**src/hw/rtl/minirv_pkg.sv**
```systemverilog
// shared types, opcodes and sizes for the minirv instruction executor
// no dependencies; imported by every module of the block but minirv_ram

package minirv_pkg;

  localparam int XLEN          = 32;
  localparam int REG_IDX_W     = 4;
  localparam int NUM_REGS      = 1 << REG_IDX_W;
  localparam int MEM_ADDR_BITS = 10;
  localparam int MEM_DEPTH     = 1 << MEM_ADDR_BITS;

  localparam logic [6:0] OPC_OP_IMM = 7'b0010011;
  localparam logic [6:0] OPC_OP     = 7'b0110011;
  localparam logic [6:0] OPC_LUI    = 7'b0110111;
  localparam logic [6:0] OPC_STORE  = 7'b0100011;
  localparam logic [6:0] OPC_JALR   = 7'b1100111;
  localparam logic [6:0] OPC_LOAD   = 7'b0000011;

  localparam logic [2:0] F3_ADD   = 3'b000;
  localparam logic [2:0] F3_BYTE  = 3'b000;
  localparam logic [2:0] F3_WORD  = 3'b010;
  localparam logic [2:0] F3_BYTEU = 3'b100;
  localparam logic [2:0] F3_JALR  = 3'b000;
  localparam logic [6:0] F7_ADD   = 7'b0000000;

  localparam logic [XLEN-1:0] JALR_MASK = 32'hfffffffe;
  localparam int              IMM_W     = 12;

  typedef enum logic [2:0] {
    OP_NONE,
    OP_REG,
    OP_LW,
    OP_LBU,
    OP_SW,
    OP_SB,
    OP_PRELOAD
  } op_t;

  typedef struct packed {
    logic                 we;
    logic [REG_IDX_W-1:0] idx;
    logic [XLEN-1:0]      value;
  } reg_wr_t;

  typedef struct packed {
    logic                     valid;
    op_t                      op;
    logic [MEM_ADDR_BITS-1:0] word;
    logic [1:0]               lane;
    logic [XLEN-1:0]          data;
  } mem_req_t;

  typedef struct packed {
    logic                     we;
    logic [MEM_ADDR_BITS-1:0] word;
    logic [3:0]               mask;
    logic [XLEN-1:0]          value;
    logic [XLEN-1:0]          load_value;
  } mem_res_t;

endpackage

```
**src/hw/rtl/minirv_ram.sv**
```systemverilog
// generic single-clock ram, one write port and one registered read port
// read-first on a same-address collision; no dependencies

module minirv_ram #(
  parameter int WIDTH = 32,
  parameter int DEPTH = 16
) (
  input  logic                     clk,
  input  logic                     we,
  input  logic [$clog2(DEPTH)-1:0] waddr,
  input  logic [WIDTH-1:0]         wdata,
  input  logic                     re,
  input  logic [$clog2(DEPTH)-1:0] raddr,
  output logic [WIDTH-1:0]         rdata
);

  logic [WIDTH-1:0] mem [DEPTH];

  always_ff @(posedge clk) begin
    if (we) begin
      mem[waddr] <= wdata;
    end
    if (re) begin
      rdata <= mem[raddr];
    end
  end

endmodule

```
**src/hw/rtl/minirv_regfile.sv**
```systemverilog
// register file: two ram copies for the two source reads, valid bits for reset
// depends on minirv_pkg and minirv_ram; forwards the write in flight and the last one

module minirv_regfile
  import minirv_pkg::*;
(
  input  logic                 clk,
  input  logic                 rst,
  input  logic                 adv,
  input  logic [REG_IDX_W-1:0] rs1_addr,
  input  logic [REG_IDX_W-1:0] rs2_addr,
  input  reg_wr_t              wr,
  output logic [XLEN-1:0]      rs1_data,
  output logic [XLEN-1:0]      rs2_data
);

  logic                 commit;
  logic [NUM_REGS-1:0]  vld;
  logic [REG_IDX_W-1:0] rs1_q;
  logic [REG_IDX_W-1:0] rs2_q;
  reg_wr_t              prev;
  logic [XLEN-1:0]      ram1_q;
  logic [XLEN-1:0]      ram2_q;

  assign commit = adv && wr.we;

  minirv_ram #(.WIDTH(XLEN), .DEPTH(NUM_REGS)) u_copy1 (
    .clk   (clk),
    .we    (commit),
    .waddr (wr.idx),
    .wdata (wr.value),
    .re    (adv),
    .raddr (rs1_addr),
    .rdata (ram1_q)
  );

  minirv_ram #(.WIDTH(XLEN), .DEPTH(NUM_REGS)) u_copy2 (
    .clk   (clk),
    .we    (commit),
    .waddr (wr.idx),
    .wdata (wr.value),
    .re    (adv),
    .raddr (rs2_addr),
    .rdata (ram2_q)
  );

  always_ff @(posedge clk) begin
    if (rst) begin
      vld     <= '0;
      prev.we <= 1'b0;
    end else if (adv) begin
      prev.we <= wr.we;
      if (wr.we) begin
        vld[wr.idx] <= 1'b1;
      end
    end
    if (adv) begin
      rs1_q      <= rs1_addr;
      rs2_q      <= rs2_addr;
      prev.idx   <= wr.idx;
      prev.value <= wr.value;
    end
  end

  // newest write wins, then the one the ram missed, then the array, else zero if never written
  always_comb begin
    if (wr.we && wr.idx == rs1_q) begin
      rs1_data = wr.value;
    end else if (prev.we && prev.idx == rs1_q) begin
      rs1_data = prev.value;
    end else if (vld[rs1_q]) begin
      rs1_data = ram1_q;
    end else begin
      rs1_data = '0;
    end

    if (wr.we && wr.idx == rs2_q) begin
      rs2_data = wr.value;
    end else if (prev.we && prev.idx == rs2_q) begin
      rs2_data = prev.value;
    end else if (vld[rs2_q]) begin
      rs2_data = ram2_q;
    end else begin
      rs2_data = '0;
    end
  end

`ifndef SYNTHESIS
  a_x0_never_valid: assert property (@(posedge clk) disable iff (rst)
    !vld[0])
    else $error("register x0 marked as written");
`endif

endmodule

```
**config.mk**
```make
export PLATFORM = sky130hd
export DESIGN_NAME = minirv_regfile
export DESIGN_NICKNAME = d
export VERILOG_FILES = /design/src/hw/rtl/minirv_pkg.sv /design/src/hw/rtl/minirv_ram.sv /design/src/hw/rtl/minirv_regfile.sv
export SDC_FILE = /design/constraint.sdc
export NUM_CORES = 1
export LEC_CHECK = 0
export BUFFER_PORTS_ARGS = -buffer_cell sky130_fd_sc_hd__buf_4
export CAP_MARGIN = 0
export CORE_MARGIN = 2
export CORE_UTILIZATION = 35
export CTS_BUF_LIST = sky130_fd_sc_hd__clkbuf_4 sky130_fd_sc_hd__clkbuf_8
export CTS_CLUSTER_SIZE = 20
export DETAILED_ROUTE_END_ITERATION = 8
export SETUP_SLACK_MARGIN = 0.5
export SYNTH_ARGS = -nofsm -noshare
export SYNTH_HDL_FRONTEND = slang
export SYNTH_HIERARCHICAL = 1
export SYNTH_SLANG_ARGS = --single-unit
```
**constraint.sdc**
```tcl
create_clock -name clk -period 3.38 [get_ports clk]
set_input_delay 0.169 -clock clk [delete_from_list [all_inputs] [get_ports clk]]
set_output_delay 0.169 -clock clk [all_outputs]
set_load 0.005 [all_outputs]
```
==> results.cfg <==
[outcome]
run_status = complete, no violations

[placement]
gp_routability_congestion = 0.897
placement.io_buffers = 111
detailed_place_hpwl_um = 63800

[synth]
mappedNetlistArea_um2 = 44200
synth_top_cell_by_area = sky130_fd_sc_hd__edfxtp_1
synthesis.area_per_instance_um2 = 20.7
synth_cell_types = 31
synthesis.nets = 2177
ys_seq_elements = 1149
synth_cells = 2129
synth-warning-count = 6
sequential_fraction_of_the_synthesis_area = 0.777
synth.top_cell.area_share = 0.770
largest_cells_by_area_after_synthesis = sky130_fd_sc_hd__edfxtp_1, sky130_fd_sc_hd__mux4_2, sky130_fd_sc_hd__a22oi_1

[floorplanning]
placementRows = 130
die-height_um = 359
die_width_um = 359
die-area_um2 = 129000
placeableCoreArea_um2 = 125000
floorplan.initialDensity = 0.352
boundaryPins = 112

[finish]
multi_input_area_um2 = 10100
filler_cell_count = 10825
finish.utilization = 0.418
final-seq-area_um2 = 34300
area_delta_synth_final_pct = 18.8
layout.cells.most_common_list = sky130_fd_sc_hd__edfxtp_1, sky130_fd_sc_hd__mux4_2, sky130_fd_sc_hd__clkbuf_8
layout_commonest_cell = sky130_fd_sc_hd__edfxtp_1
drive_gt1_frac = 0.331
finish.net_count = 2493

[global_route]
fraction_of_met1_tracks_used_by_global_routing = 0.265
antenna_found_initial = 6
groute.usage.overall = 0.181
grt_util_met2 = 0.269
met3_usage = 0.0429
grt_busiest_layer = met2
grt_first_pass_wirelength_um = 169000
largest_net_degree_at_the_start_of_global_routing = 60
grt_pass1_vias = 23909
grt.overflow.total = 0

[clock_tree]
clockBufferDepth = 3
clock_latency_of_the_later_clocked_register_in_the_worst_skew_pair_ps = 850
cts_root_buf = sky130_fd_sc_hd__clkbuf_8
htree_levels = 4
tritoncts_clock_tree = built
clock_sink_count = 1149
cts_inserted_buffers = 176
clkTransAtPathRegs_ps = 60

[setup_path]
worstPathCellList = buf_6, mux4_2, o211ai_1, buf_4, a21o_4, buf_12, o22ai_1, buf_4
worst_setup_path_start_kind = register
reg2reg_depth = 3
crit_required_ps = 3210
worst-endpoint-arrival_ps = 2960
slowest_stage = sky130_fd_sc_hd__edfxtp_1
worst_path_largest_cell_delay_ps = 510
critPathMostFrequentCell = sky130_fd_sc_hd__buf_4
worst_setup_path_end_kind = output port
crit_fanout = 11
crit_type = register to output port

[sta]
final_setup_violation_count = 0
final_min_period_over_clock_period = 0.924
max_freq_mhz = 320
period_minus_slack_ps = 3120
worstMarginPinSlew_ps = 828
finalHoldViolCount = 0
timing.clock.skew_ps = 40.6
timing.max_slew.rel_slack = 0.448
setup_tns_ps = 0
worst_hold_slack_after_final_layout_ps = 142
timing.final.max_slew_violations = 0
grt_setup_unrepaired = true

[power]
intPower_w = 0.0227
sw_frac_of_total = 0.224
clock_power_share = 0.383
p_comb_frac = 0.067
power.leakage_nw = 16.7
netSwitchingPower_w = 0.00654
peakVddDrop_mv = 0.351
share_seq_of_total_power = 0.550
power-per-cell-area_nw_per_um2 = 558
report.power.total_w = 0.0293

[route]
drt_pre_antenna_iters = 8
detail_route.drc_violations = 0
antenna_left = 0
routed_wire_length_per_instance_um = 27.9
drt_first_iter_violations = 3162
route.vias.total = 23379
drt_wl_total_um = 118000
routed_via_density = 5.54

[flow_run]
cap_violations = 0

[min_path]
number_of_cells_traversed_by_the_worst_hold_path = 2
hold_path.class = input pin to register
cells in the mapped netlist:
master                     count
sky130_fd_sc_hd__edfxtp_1   1132
sky130_fd_sc_hd__mux4_2      262
sky130_fd_sc_hd__a22oi_1     128
sky130_fd_sc_hd__nor2_1      107
sky130_fd_sc_hd__a21oi_1      77
sky130_fd_sc_hd__nand2_1      71
sky130_fd_sc_hd__o21ai_0      64
sky130_fd_sc_hd__o22ai_1      64
sky130_fd_sc_hd__clkbuf_1     55
sky130_fd_sc_hd__buf_4        28
sky130_fd_sc_hd__buf_2        23
sky130_fd_sc_hd__buf_1        18
sky130_fd_sc_hd__dfxtp_1      17
sky130_fd_sc_hd__nor3_1       14
sky130_fd_sc_hd__xor2_1       12
sky130_fd_sc_hd__a31oi_1       6
sky130_fd_sc_hd__nand3b_1      6
sky130_fd_sc_hd__nor2b_1       6
sky130_fd_sc_hd__nand2b_1      5
sky130_fd_sc_hd__buf_6         4
sky130_fd_sc_hd__mux2i_1       4
sky130_fd_sc_hd__nand3_1       4
sky130_fd_sc_hd__xnor2_1       4
sky130_fd_sc_hd__and3_1        3
sky130_fd_sc_hd__inv_1         3
sky130_fd_sc_hd__a21o_2        2
sky130_fd_sc_hd__and2_1        2
sky130_fd_sc_hd__mux2_2        2
sky130_fd_sc_hd__nor4_2        2
sky130_fd_sc_hd__o211ai_1      2
sky130_fd_sc_hd__or3b_2        2
routing by layer:
metal / routed length, um / share of wire
met1: 51500 / 0.44
met2: 52700 / 0.45
met3: 11200 / 0.095
met4: 2530 / 0.021
met5: 0 / 0
through the flow:
| stage | setup WS [ps] | std cells | area, um2 |
|---|---|---|---|
| finish | 255 | 4220 | 52500 |
| global route | 99.5 | 4218 | 52500 |
| CTS | 213 | 4214 | 52000 |
| detailed placement | 692 | 3832 | 47500 |
| global placement | 817 | 3832 | 47500 |
| floorplan | 637 | 2129 | 44200 |
area by class of cell:
cell class / count / share of cell area
Multi-Input combinational cell: 852 / 0.192
Antenna cell: 3 / 0.000143
Inverter: 3 / 0.000215
Clock inverter: 66 / 0.00927
Sequential cell: 1149 / 0.654
Clock buffer: 234 / 0.0551
Timing Repair Buffer: 263 / 0.0495
Tap cell: 1650 / 0.0393
worst max-delay path: cells and delay by family, from the launching register on:
family | cells | cell delay (ps)
AO/OA/AOI/OAI | 3 | 470
buffers and inverters | 4 | 670
multiplexers | 1 | 490
flip-flops | 1 | 510
sequential cells by signal, summed over array words and instances, names as in the netlist:
name           count
u_copy1/rdata     32
u_copy2/rdata     32
rs2_q              4
rs1_q              4
vld               16
u_copy1/mem      512
prev              37
u_copy2/mem      512
cells by family after synthesis:
| family | Yosys count | synth area share |
|---|---|---|
| AND/OR/NAND/NOR | 222 | 0.0214 |
| multiplexers | 268 | 0.135 |
| flip-flops | 1149 | 0.777 |
| XOR/XNOR | 16 | 0.00317 |
| AO/OA/AOI/OAI | 343 | 0.0484 |
| buffers and inverters | 131 | 0.0148 |
power by group through the flow:
| stage | Sequential, W | Combinational, W | Clock (W) |
|---|---|---|---|
| after floorplan | 0.0163 | 0.000878 | 0 |
| after global placement | 0.0164 | 0.00166 | 0 |
| after detailed placement | 0.0164 | 0.00169 | 0 |
| after CTS | 0.0161 | 0.00187 | 0.0115 |
| after global routing | 0.0161 | 0.00209 | 0.0121 |
| final | 0.0161 | 0.00196 | 0.0112 |
worst paths after layout:
path,start,end,slack [ps]
worst max register to register,u_copy1/mem[11][14],u_copy1/rdata[14],1650
worst min register to register,vld[9],vld[9],530
worst min-delay path,rs1_addr[0],rs1_q[0],140
worst max-delay path,rs1_q[1],rs1_data[29],260
what timing repair did:
item / in CTS / in global routing
pin swaps: 23 / 29
setup endpoints to repair: 64 / 64
gates resized for setup: 61 / 84
buffers inserted: 28 / 1
endpoints found under the hold margin: 1088 / 0
cloned: 5 / 2
hold buffers: 49 / 0
Power figures use the tool's default switching activity.
